### src/kea_pkg.sv
package kea_pkg;

  localparam int unsigned TIME_BITS = 32;
  localparam int unsigned KEY_COUNT = 6;
  localparam int unsigned DIR_BITS  = 4;
  localparam int unsigned ESC_IDX   = 4;
  localparam int unsigned CFG_BITS  = 8;
  localparam int unsigned CFG_IDX_BITS = 2;

  localparam logic [CFG_BITS-1:0] FIRST_DELAY_RST = 8'd12;
  localparam logic [CFG_BITS-1:0] PERIOD_RST      = 8'd5;
  localparam logic [CFG_BITS-1:0] ESC_DELAY_RST   = 8'd4;

  typedef enum logic [1:0] {
    KIND_SAMPLE   = 2'd0,
    KIND_SUPPRESS = 2'd1,
    KIND_CANCEL   = 2'd2
  } kind_e;

  typedef enum logic [CFG_IDX_BITS-1:0] {
    CFG_FIRST_DELAY = 2'd0,
    CFG_PERIOD      = 2'd1,
    CFG_ESC_DELAY   = 2'd2
  } cfg_idx_e;

  // one transfer moving from the input register into the result register
  typedef struct packed {
    logic  en;
    kind_e kind;
  } step_t;

  // due test on the sign of the wrapping difference
  function automatic logic reached(input logic [TIME_BITS-1:0] now,
                                   input logic [TIME_BITS-1:0] due);
    logic [TIME_BITS-1:0] diff;
    diff = now - due;
    return ~diff[TIME_BITS-1];
  endfunction

  function automatic logic [TIME_BITS-1:0] add_ticks(input logic [TIME_BITS-1:0] now,
                                                     input logic [CFG_BITS-1:0] ticks);
    return now + {{(TIME_BITS-CFG_BITS){1'b0}}, ticks};
  endfunction

endpackage

### src/kea_edge.sv
module kea_edge (
  input  logic                                clk_i,
  input  logic                                rst_ni,
  input  kea_pkg::step_t                      step_i,
  input  logic [kea_pkg::KEY_COUNT-1:0]       keys_i,
  input  logic [kea_pkg::TIME_BITS-1:0]       now_i,
  input  logic                                touch_held_i,
  input  logic [kea_pkg::CFG_BITS-1:0]        escape_delay_i,
  output logic [kea_pkg::KEY_COUNT-1:0]       pressed_o
);

  logic [kea_pkg::KEY_COUNT-1:0] last_q, last_d;
  logic                          masked_q, masked_d;
  logic                          waiting_q, waiting_d;
  logic [kea_pkg::TIME_BITS-1:0] esc_time_q, esc_time_d;

  always_comb begin
    logic [kea_pkg::KEY_COUNT-1:0] cur;
    logic [kea_pkg::KEY_COUNT-1:0] p;
    cur        = keys_i;
    p          = '0;
    last_d     = last_q;
    masked_d   = masked_q;
    waiting_d  = waiting_q;
    esc_time_d = esc_time_q;
    case (step_i.kind)
      kea_pkg::KIND_SAMPLE: begin
        if (masked_q) begin
          if (!touch_held_i && !cur[kea_pkg::ESC_IDX]) begin
            masked_d = 1'b0;
          end
          cur[kea_pkg::ESC_IDX] = 1'b0;
          waiting_d = 1'b0;
        end
        p      = cur & ~last_q;
        last_d = cur;
        if (p[kea_pkg::ESC_IDX]) begin
          waiting_d  = 1'b1;
          esc_time_d = kea_pkg::add_ticks(now_i, escape_delay_i);
        end
        p[kea_pkg::ESC_IDX] = 1'b0;
        // delayed escape report, zero delay reports in the same sample
        if (waiting_d && kea_pkg::reached(now_i, esc_time_d)) begin
          waiting_d = 1'b0;
          p[kea_pkg::ESC_IDX] = 1'b1;
        end
      end
      kea_pkg::KIND_SUPPRESS: begin
        masked_d  = 1'b1;
        waiting_d = 1'b0;
        last_d[kea_pkg::ESC_IDX] = 1'b0;
      end
      default: begin
      end
    endcase
    pressed_o = p;
  end

  always_ff @(posedge clk_i or negedge rst_ni) begin
    if (!rst_ni) begin
      last_q     <= '0;
      masked_q   <= 1'b0;
      waiting_q  <= 1'b0;
      esc_time_q <= '0;
    end else if (step_i.en) begin
      last_q     <= last_d;
      masked_q   <= masked_d;
      waiting_q  <= waiting_d;
      esc_time_q <= esc_time_d;
    end
  end

`ifndef SYNTHESIS
  // while masked, escape never counts as a held level
  assert property (@(posedge clk_i) disable iff (!rst_ni)
    masked_q |-> !last_q[kea_pkg::ESC_IDX])
    else $error("escape level stored while masked");

  // a masked escape cannot be pending
  assert property (@(posedge clk_i) disable iff (!rst_ni)
    masked_q |-> !waiting_q)
    else $error("escape pending while masked");
`endif

endmodule

### src/kea_repeat.sv
module kea_repeat (
  input  logic                                clk_i,
  input  logic                                rst_ni,
  input  kea_pkg::step_t                      step_i,
  input  logic [kea_pkg::DIR_BITS-1:0]        dirs_i,
  input  logic [kea_pkg::TIME_BITS-1:0]       now_i,
  input  logic                                repeat_enable_i,
  input  logic [kea_pkg::CFG_BITS-1:0]        first_delay_i,
  input  logic [kea_pkg::CFG_BITS-1:0]        period_i,
  output logic [kea_pkg::DIR_BITS-1:0]        repeat_o
);

  logic [kea_pkg::DIR_BITS-1:0]  dir_q, dir_d;
  logic [kea_pkg::TIME_BITS-1:0] time_q, time_d;
  logic                          single;

  // exactly one direction held
  assign single = (dirs_i != '0) && ((dirs_i & (dirs_i - 1'b1)) == '0);

  always_comb begin
    dir_d    = dir_q;
    time_d   = time_q;
    repeat_o = '0;
    case (step_i.kind)
      kea_pkg::KIND_SAMPLE: begin
        if (!repeat_enable_i || !single) begin
          dir_d = '0;
        end else if (dirs_i != dir_q) begin
          dir_d  = dirs_i;
          time_d = kea_pkg::add_ticks(now_i, first_delay_i);
        end else if (kea_pkg::reached(now_i, time_q)) begin
          time_d   = kea_pkg::add_ticks(now_i, period_i);
          repeat_o = dirs_i;
        end
      end
      kea_pkg::KIND_CANCEL: begin
        dir_d = '0;
      end
      default: begin
      end
    endcase
  end

  always_ff @(posedge clk_i or negedge rst_ni) begin
    if (!rst_ni) begin
      dir_q  <= '0;
      time_q <= '0;
    end else if (step_i.en) begin
      dir_q  <= dir_d;
      time_q <= time_d;
    end
  end

`ifndef SYNTHESIS
  // the tracked direction is at most one key
  assert property (@(posedge clk_i) disable iff (!rst_ni)
    $onehot0(dir_q))
    else $error("repeat tracks several directions");
`endif

endmodule

### src/keypad_edge_and_autorepeat_core.sv
// Keypad conditioning core. Each key sample returns one pressed mask: the
// rising edges of the six keys (bits 0-3 directions, bit 4 escape, bit 5
// confirm), with escape held back by escape_delay ticks, plus an auto-repeat
// bit for a single held direction after repeat_first_delay and then every
// repeat_period ticks. Touch suppress (kind 1) and cancel (kind 2) transfers
// also return one result, always zero. Every timestamp test uses the sign
// of the wrapping difference at TIME_BITS bits. Throughput is one transfer
// per cycle while the result channel does not stall. Each transfer passes
// through the input register, then the edge and repeat logic updates its
// state and loads the result register in one pass. The configuration port
// writes at once and should only be used while no transfer is in flight.
module keypad_edge_and_autorepeat_core (
  input  logic                               clk_i,
  input  logic                               rst_ni,
  // configuration
  input  logic                               cfg_we_i,
  input  logic [kea_pkg::CFG_IDX_BITS-1:0]   cfg_idx_i,
  input  logic [kea_pkg::CFG_BITS-1:0]       cfg_data_i,
  // input channel
  input  logic                               in_valid_i,
  output logic                               in_ready_o,
  input  logic [1:0]                         kind_i,
  input  logic [kea_pkg::TIME_BITS-1:0]      now_i,
  input  logic [kea_pkg::KEY_COUNT-1:0]      keys_i,
  input  logic                               touch_held_i,
  input  logic                               repeat_enable_i,
  // result channel
  output logic                               out_valid_o,
  input  logic                               out_ready_i,
  output logic [kea_pkg::KEY_COUNT-1:0]      pressed_o
);

  // configuration registers
  logic [kea_pkg::CFG_BITS-1:0] first_delay_q, period_q, esc_delay_q;

  always_ff @(posedge clk_i or negedge rst_ni) begin
    if (!rst_ni) begin
      first_delay_q <= kea_pkg::FIRST_DELAY_RST;
      period_q      <= kea_pkg::PERIOD_RST;
      esc_delay_q   <= kea_pkg::ESC_DELAY_RST;
    end else if (cfg_we_i) begin
      case (kea_pkg::cfg_idx_e'(cfg_idx_i))
        kea_pkg::CFG_FIRST_DELAY: first_delay_q <= cfg_data_i;
        kea_pkg::CFG_PERIOD:      period_q      <= cfg_data_i;
        kea_pkg::CFG_ESC_DELAY:   esc_delay_q   <= cfg_data_i;
        default: begin
        end
      endcase
    end
  end

  // input register
  logic                          s0_valid_q;
  kea_pkg::kind_e                kind_q;
  logic [kea_pkg::TIME_BITS-1:0] now_q;
  logic [kea_pkg::KEY_COUNT-1:0] keys_q;
  logic                          touch_q;
  logic                          rep_en_q;

  logic                          out_valid_q;
  logic [kea_pkg::KEY_COUNT-1:0] pressed_q, pressed_d;
  logic                          res_free;
  logic                          advance;
  logic                          in_xfer;
  kea_pkg::step_t                step;

  // the result register frees up in the same cycle its transfer completes
  assign res_free   = !out_valid_q || out_ready_i;
  assign advance    = s0_valid_q && res_free;
  assign in_ready_o = !s0_valid_q || res_free;
  assign in_xfer    = in_valid_i && in_ready_o;

  assign step.en   = advance;
  assign step.kind = kind_q;

  always_ff @(posedge clk_i or negedge rst_ni) begin
    if (!rst_ni) begin
      s0_valid_q <= 1'b0;
    end else if (in_ready_o) begin
      s0_valid_q <= in_valid_i;
    end
  end

  always_ff @(posedge clk_i) begin
    if (in_xfer) begin
      kind_q   <= kea_pkg::kind_e'(kind_i);
      now_q    <= now_i;
      keys_q   <= keys_i;
      touch_q  <= touch_held_i;
      rep_en_q <= repeat_enable_i;
    end
  end

  // edge detection and delayed escape
  logic [kea_pkg::KEY_COUNT-1:0] edge_pressed;

  kea_edge u_edge (
    .clk_i          (clk_i),
    .rst_ni         (rst_ni),
    .step_i         (step),
    .keys_i         (keys_q),
    .now_i          (now_q),
    .touch_held_i   (touch_q),
    .escape_delay_i (esc_delay_q),
    .pressed_o      (edge_pressed)
  );

  // direction auto-repeat
  logic [kea_pkg::DIR_BITS-1:0] rep_dirs;

  kea_repeat u_repeat (
    .clk_i           (clk_i),
    .rst_ni          (rst_ni),
    .step_i          (step),
    .dirs_i          (keys_q[kea_pkg::DIR_BITS-1:0]),
    .now_i           (now_q),
    .repeat_enable_i (rep_en_q),
    .first_delay_i   (first_delay_q),
    .period_i        (period_q),
    .repeat_o        (rep_dirs)
  );

  // both sub-blocks drive zero for event kinds
  assign pressed_d = edge_pressed
                   | {{(kea_pkg::KEY_COUNT-kea_pkg::DIR_BITS){1'b0}}, rep_dirs};

  // result register
  always_ff @(posedge clk_i or negedge rst_ni) begin
    if (!rst_ni) begin
      out_valid_q <= 1'b0;
    end else if (res_free) begin
      out_valid_q <= s0_valid_q;
    end
  end

  always_ff @(posedge clk_i) begin
    if (advance) begin
      pressed_q <= pressed_d;
    end
  end

  assign out_valid_o = out_valid_q;
  assign pressed_o   = pressed_q;

`ifndef SYNTHESIS
  // suppress and cancel transfers always yield an empty mask
  assert property (@(posedge clk_i) disable iff (!rst_ni)
    (advance && kind_q != kea_pkg::KIND_SAMPLE) |=> (out_valid_o && pressed_o == '0))
    else $error("event transfer produced key presses");

  // a full input register with a stalled result blocks new transfers
  assert property (@(posedge clk_i) disable iff (!rst_ni)
    (s0_valid_q && !advance) |-> !in_ready_o)
    else $error("input accepted while pipeline stalled");
`endif

endmodule
### config.mk
export PLATFORM = sky130hd
export DESIGN_NAME = keypad_edge_and_autorepeat_core
export DESIGN_NICKNAME = d
export VERILOG_FILES = /design/src/kea_pkg.sv /design/src/kea_edge.sv /design/src/kea_repeat.sv /design/src/keypad_edge_and_autorepeat_core.sv
export SDC_FILE = /design/constraint.sdc
export NUM_CORES = 1
export LEC_CHECK = 0
export BUFFER_PORTS_ARGS = -buffer_cell sky130_fd_sc_hd__buf_4
export CELL_PAD_IN_SITES_DETAIL_PLACEMENT = 0
export CELL_PAD_IN_SITES_GLOBAL_PLACEMENT = 1
export CORE_MARGIN = 2
export CORE_UTILIZATION = 49
export DETAILED_ROUTE_END_ITERATION = 8
export GPL_ROUTABILITY_DRIVEN = 0
export PLACE_DENSITY_LB_ADDON = 0.1
export SYNTH_ARGS = -nofsm -noshare
export SYNTH_HDL_FRONTEND = slang
export SYNTH_SLANG_ARGS = --single-unit
### constraint.sdc
create_clock -name clk_i -period 5.75 [get_ports clk_i]
set_input_delay 0 -clock clk_i [delete_from_list [all_inputs] [get_ports clk_i]]
set_output_delay 0 -clock clk_i [all_outputs]
set_load 0.005 [all_outputs]
# Word-level counts from Yosys, hierarchy flattened
# Cells that the tools add are included.
# classes
addsub	6
n_eq_ne	7
mux	24
bitwise_logic	6
n_reduce_logical	27
# op_table
op	n
32-bit two-way mux	4
32-bit by 8-bit adder with 32-bit output	3
32-bit subtractor	2
4-bit two-way mux	6
2-bit AND reduction	5
1-bit two-way mux	9
4-bit case mux with 2 select lines	1
6-bit bitwise AND	1
1-bit logical NOT	6
6-bit two-way mux	1
6-bit NOT	1
6-bit by 4-bit OR with 6-bit output	1
1-bit case mux with 2 select lines	3
1-bit logical AND	5
4-bit bitwise AND	1
2-bit by 1-bit equality test with 1-bit output, second input constant	2
2-bit equality test, second input constant	2
2-bit logical NOT	2
4-bit logical NOT	1
4-bit != test	1
4-bit AND reduction	1
2-bit nonzero test	2
4-bit nonzero test	1
4-bit by 1-bit subtractor with 4-bit output, second input constant	1
other kinds (5)	8
# word_totals
ff_bits	150
output_inout_bits	8
wordCells	88

# Depth between registers and ports, before layout
# Gate-level depths: netlist of run 1.
# depth
ltp_word	11
ltp_mapped	18
depth_no_buf	17

# Cells and area by module
# Synthesis of run 1 repeated with hierarchy kept, for this count alone.
# hier_totals
hier_cells	851
hier_area_um2	8977.4
# modules_own_cells
mod	instances	cells_each	area_per_inst_um2
kea_edge	1	380	3369.5
kea_repeat	1	360	3134.3
keypad_edge_and_autorepeat_core	1	111	2473.6

# Worst setup path after synthesis of run 1
# OpenSTA, ideal clock, no wires.
# synth_timing
path_kind	reg-to-reg
start	register now_q[0] in the netlist's numbering
end	register pressed_q (netlist bit pressed_o[4]) (data pin)
t_arrival_ns	4.239
t_required_ns	5.560
slack_ns	1.321
stages_incl_launch_ff	18
path_buffers	0
path_cell_list	edfxtp_1 > ha_1 > fa_1 > a21o_1 > a21oi_2 > o21bai_2 > a2111oi_4 > nor4_1 > xnor2_1 > mux2i_1 > ha_1 > a21o_1 > a21o_1 > a211o_1 > a21o_1 > a221oi_1 > xnor2_1 > a2111oi_2
# synth_via
elab_chain_cells	9
# synth_rtl
element	line_no	rtl
start, declared	keypad_edge_and_autorepeat_core.sv:55	logic [kea_pkg::TIME_BITS-1:0] now_q;
start signal, assigned	keypad_edge_and_autorepeat_core.sv:87	now_q <= now_i;
32-bit by 8-bit adder with 32-bit output	kea_pkg.sv:42	return now + {{(TIME_BITS-CFG_BITS){1'b0}}, ticks};
32-bit two-way mux	kea_edge.sv:37	if (p[kea_pkg::ESC_IDX]) begin
32-bit two-way mux	kea_edge.sv:26	case (step_i.kind)
32-bit subtractor (*)	kea_pkg.sv:36	diff = now - due;
1-bit NOT (*)	kea_pkg.sv:37	return ~diff[TIME_BITS-1];
1-bit logical AND (*)	kea_edge.sv:43	if (waiting_d && kea_pkg::reached(now_i, esc_time_d)) begin
1-bit two-way mux (*)	kea_edge.sv:43	
6-bit two-way mux (*)	kea_edge.sv:26	
6-bit by 4-bit OR with 6-bit output (*)	keypad_edge_and_autorepeat_core.sv:125	| {{(kea_pkg::KEY_COUNT-kea_pkg::DIR_BITS){1'b0}}, rep_dirs};
end signal, assigned	keypad_edge_and_autorepeat_core.sv:138	pressed_q <= pressed_d;
end, declared	keypad_edge_and_autorepeat_core.sv:61	logic [kea_pkg::KEY_COUNT-1:0] pressed_q, pressed_d;
# Every way passes the cells marked *; elsewhere a longest branch is shown, timed or not. The select of a mux whose other input is x is not followed.
# A chain may end at the register's enable or synchronous reset.

# Worst setup path after layout of run 1
# Same ends and word-level chain as after synthesis.

==> metrics.txt, run 1 <==
worst reg2reg path depth=18; MaxCap Viol Count=0; Leakage=0.00465 uW; first-pass GRT wire length=36.5 mm; worst slew pin tran=1110 ps; Top Ports=65; syn_nets=990; WS Path Type=flop to flop; critical path data arrival time=5060 ps; clk sink count=150; status=completed; Max Clk Rate=0.208 GHz; core area=18100 sq um; largest fanout on the critical path=10; leading area contributor after synthesis=dfrtp_1; port buffer count=64; top-count cell post-synth=dfrtp_1; Seq/Total Area, Yosys=44.0%; final hold slack=49.3 ps; Reg2Reg Setup Slack=940 ps; number of synthesized flops with an enable pin=48; Post-Place Setup Slack=969 ps; Setup WS post-layout=941 ps; vias per cell=5.70; total wire length=21.9 mm; count of filler cells inserted in the layout=1533; minimum clock period=4810 ps; DRT iter0 DRCs=349; Die X=140 um; CTS tree=yes; Final #Nets=1103; CP required=6000 ps; Placed Cells=1124; reg-to-reg critical path endpoint=pressed_o[4]; ANT cells=0; count of pins over their slew limit=0; # rows=49; hold crit path type=input pin to asynchronous set/reset pin; H-tree depth=4; later-pin clock latency in the skew report=440 ps; clk_skew=19.1 ps; main area contributors after synthesis=dfrtp_1 (27%), edfxtp_1 (16%), ha_1 (10%); CTS max path bufs=2; setup bufs post-CTS=0; post-route ant nets=0; GRT Total Usage=23.5%; RSZ-0062 raised after global routing=no; Final period util=83.6%; post-layout instance count excluding filler cells=1210; Die H=140 um; WL/cell=18.1 um; CTS root buffer=clkbuf_16; P&R area growth vs syn=19.9%; FF-to-FF Start=now_q[0]; Netlist Area Pre-Place=9100 sq um; via count=6896; Worst Setup Start Kind=flop; Die ar.=19700 sq um; endpoints failing setup=0; Synth top cells by count=dfrtp_1 (97), nand2_1 (77), ha_1 (76); initial antenna violation count=0; starting density of the core=50.3%; post-route cell area=10900 sq um; ys async rst share=68.0%; count of unique library cells instantiated by Yosys=70; synthesized area per cell=10.6 sq um; GR Overflow Total=0; CP Capture Type=flop; Detailed Routing Iterations Pass 1=4; relative slew slack=25.9%; DP HPWL=15.6 mm; TNS Setup=0 ps; DRC viols=0; CTS clock-pin slew for the worst setup and hold paths=70 ps; Main synth FF type=dfrtp_1; largest net degree at the start of global routing=72; Gate Count Post-Synth=855; vias in the first global route=7181; Final Hold Vio Count=0; area share of the leading cell type in the synthesized netlist=26.7%; share of cells above drive strength 1=18.8%; yosys warns=0; CTS Buf Count=17; Pwr Density=349 nW/um^2; #FFs+latches synth=150; VDD IR-drop max=0.209 mV; Cell Area, Placed=9790 sq um
kinds of logic after synthesis:
group	synth area share, %
muxes	10.9
and+or+nand+nor	13.3
DFF	44.0
xor gates and xnor gates	5.97
buffers and inverters	3.82
adders and majority gates	10.9
AOI/OAI and AO/OA	11.2
power breakdown:
part / internal [uW] / switching, uW
combinational: 562 / 616
clock: 617 / 509
sequential: 1350 / 152
total: 2530 / 1280
stage by stage:
stage	total power [uW]	util, %
final	3810	60.3
after floorplan	2320	-
after global placement	2620	54.1
after detailed placement	2670	54.1
after global routing	4060	60.3
after CTS	3840	60.3
worst max-delay path, stage by stage (launching register included):
cell	delay [ps]
edfxtp_1	440
ha_1	250
fa_1	420
a21o_1	200
a21oi_2	180
o21bai_2	120
a2111oi_4	360
buf_4	230
or2_0	290
xnor2_1	180
mux2i_1	100
ha_1	290
a21oi_1	120
o21ai_0	90
a221oi_1	290
nand4_1	140
a221oi_1	380
xnor2_1	190
a2111oi_2	340
worst max path at each step:
stage          startpoint           end  slack, ps  cells past startpoint
3_5_place_dp     now_q[0]  pressed_o[4]        970                     18
4_1_cts          now_q[0]  pressed_o[4]        910                     18
5_1_grt          now_q[0]  pressed_o[4]        540                     18
6_report         now_q[0]  pressed_o[4]        940                     18
3_3_place_gp     now_q[0]  pressed_o[4]       1050                     18
2_1_floorplan    now_q[0]  pressed_o[4]       1320                     17
registers in the layout, summed over array words and instances (netlist names), 2 cells and up:
register and flops:
first_delay_q 8, now_q 32, period_q 8, u_repeat.time_q 32, keys_q 6, u_repeat.dir_q 4, u_edge.last_q 6, u_edge.esc_time_q 32
esc_delay_q 8, kind_q 2, pressed_o 6
metal layers:
layer  wire length [um]  GRT usage [%]
met1               9860           29.7
met2              10600           39.4
met3                621           3.83
met4                760           11.4
met5                  0              0
cells in the final DEF (no fill, tap or decap), types with 41 or more instances in the layout:
cell,instances
edfxtp_1,48
mux2_2,44
a21oi_1,46
dlygate4sd3_1,54
inv_1,46
buf_4,76
dfrtp_1,97
o21ai_0,41
nand2_1,77
nor2_1,41
ha_1,76
area by class of cell:
type	count	area, sq um	share of cell area (%)
multi-input combinational	623	4760	43.6
sequential	150	4000	36.7
timing repair buffer	130	1110	10.2
clock buffer	17	425	3.90
tap	229	287	2.63
inverter	46	173	1.58
clock inverter	15	159	1.46
timing repair:
| action | 4_1_cts | 5_1_grt |
|---|---|---|
| hold buffers | 54 | 0 |
| resized for setup | 0 | 0 |
| hold endpoints to repair | 99 | 0 |
(Power assumes the default switching activity.)
==> run 2, diff against run 1 <==
Clock period 5.75 ns to 4.55 ns, I/O delays scaled along.
==> run 2 against run 1 <==
Effect of this change:
- fmax increased by 7.6%
- sequential cell count is the same
- via count up 3.6%
- total power rose by 32%
- cell count grew 3.9%
- combinational power is 43% higher
- non-clock buffer count is 47 higher
- wire length is 4.6% higher
- utilization up 2.9 points
- critical path type unchanged
- largest cell class unchanged
==> metrics.txt, run 2 (synthesis gave the netlist of run 1 again) <==
later-pin clock latency in the skew report=430 ps; Leakage=0.00491 uW; MaxCap Viol Count=0; critical path data arrival time=4780 ps; Die ar.=19700 sq um; Final period util=98.2%; CTS Buf Count=17; vias per cell=5.68; minimum clock period=4470 ps; P&R area growth vs syn=25.7%; Final Hold Vio Count=0; Reg2Reg Setup Slack=80 ps; vias in the first global route=7403; CP max-delay cell=a2111oi_4; largest fanout on the critical path=8; ANT cells=0; CTS tree=yes; starting density of the core=50.3%; TNS Setup=0 ps; Top Ports=65; DP HPWL=16.1 mm; first-pass GRT wire length=37.5 mm; Worst Setup Start Kind=flop; most common cell after layout, fill and taps aside=buf_4; status=completed; core area=18100 sq um; Top Registers=now_q (32), u_edge.esc_time_q (32), u_repeat.time_q (32); CTS clock-pin slew for the worst setup and hold paths=70 ps; relative slew slack=22.0%; Die H=140 um; WS Path Type=flop to flop; Detailed Routing Iterations Pass 1=5; Die X=140 um; Final #Nets=1150; via count=7144; Largest stage delay, worst path=410 ps; DRT iter0 DRCs=280; share of cells above drive strength 1=24.4%; endpoints failing setup=0; DRC viols=0; RSZ-0062 raised after global routing=yes; post-layout instance count excluding filler cells=1257; count of filler cells inserted in the layout=1438; post-route ant nets=0; clk sink count=150; CP Capture Type=flop; CP delay by family, top=compound AO/OA/AOI/OAI gates; count of pins over their slew limit=0; CP Cell Sequence=ha_2 > fa_2 > a21o_1 > a21oi_2 > o21bai_2 > a2111oi_4 > clkbuf_16 > buf_6 > nor3_2 > xor2_1 > mux2i_1 > ha_1 > and4_4 > a221oi_2 > nand4_1 > a221oi_4 > xnor2_2 > buf_4 > a32o_1; Pwr Density=439 nW/um^2; worst slew pin tran=1170 ps; hold crit path type=input pin to flop; most frequent cells in the layout=buf_4 (118), dfrtp_1 (97), nand2_1 (77), ha_1 (75), dlygate4sd3_1 (54); CTS max path bufs=2; Max Clk Rate=0.224 GHz; initial antenna violation count=0; clk_skew=11.7 ps; port buffer count=64; largest net degree at the start of global routing=71; GR Overflow Total=0; total wire length=22.9 mm; Crit path buffers/inverters=3; Placed Cells=1152; WL/cell=18.2 um; # rows=49; CP required=4860 ps; GRT Total Usage=24.2%; H-tree depth=4; VDD IR-drop max=0.256 mV; CTS root buffer=clkbuf_16
-- run 2: cell count changes in the layout (fill, tap and decap cells not counted), sizes merged --
cell | previous run | this run
clkbuf | 17 | 25
clkinv | 4 | 1
bufinv | 1 | 0
buf | 76 | 121
inv | 56 | 53
clkinvlp | 0 | 1
-- run 2: cell type report --
type                    count  area, sq um  area share, %
clock inverters             9         77.6          0.678
repair buffers            177         1510           13.2
clock buffers              23          522           4.56
flip-flops and latches    150         4000           35.0
well taps                 229          287           2.50
multi-input cells         623         4870           42.6
inverters                  46          173           1.51
-- run 2: worst register-to-register path, stage by stage (launching register included) --
cell and delay [ps]:
edfxtp_1 390, ha_2 220, fa_2 360, a21o_1 170
a21oi_2 180, o21bai_2 130, a2111oi_4 410, clkbuf_16 230
buf_6 100, nor3_2 40, xor2_1 170, mux2i_1 100
ha_1 330, and4_4 210, a221oi_2 250, nand4_1 190
a221oi_4 370, xnor2_2 130, buf_4 150, a32o_1 210
-- run 2: worst paths after layout --
kind                              start  cells past startpoint                  end
setup / recovery               now_q[0]                     19     u_edge.waiting_q
hold / removal             cfg_idx_i[1]                      3     first_delay_q[6]
setup reg to reg               now_q[0]                     19     u_edge.waiting_q
hold reg to reg               keys_q[5]                      2     u_edge.last_q[5]
max in group asynchronous        rst_ni                      3          period_q[2]
min in group asynchronous        rst_ni                      2  u_repeat.time_q[17]
-- run 2: stage by stage --
| stage | setup slack, ps | hold slack [ps] | total power [uW] | cell area [sq um] | utilization [%] |
|---|---|---|---|---|---|
| final | 81.2 | 40.3 | 5020 | 11400 | 63.3 |
| after global routing | -103 | 57.3 | 5340 | 11400 | 63.3 |
| after CTS | 27.0 | 119 | 4960 | 11300 | 62.4 |
| after detailed placement | -105 | 179 | 3420 | 10000 | 55.5 |
| after global placement | -15.3 | 178 | 3360 | 10000 | 55.5 |
| after floorplan | 121 | -296 | 2930 | 9100 | - |
-- run 2: power breakdown --
group	total (uW)	switching, uW	internal (uW)
sequential	1890	176	1710
clock	1440	613	826
combinational	1690	857	834
-- run 2: timing repair --
action,4_1_cts,5_1_grt
buffers inserted,13,5
gates resized for setup,2,27
hold buffers,54,0
hold endpoints to repair,135,0
endpoints found under the setup margin,2,2
cloned,0,0
pin swaps,9,24
-- run 2: routing by layer --
layer | share of wire, % | global-route usage (%) | vias up
met5 | 0 | 0 | -
met4 | 2.2 | 8.77 | 0
met3 | 2.8 | 4.21 | 45
met2 | 51 | 42.7 | 142
met1 | 44 | 29.8 | 3524
li1 | - | - | 3433
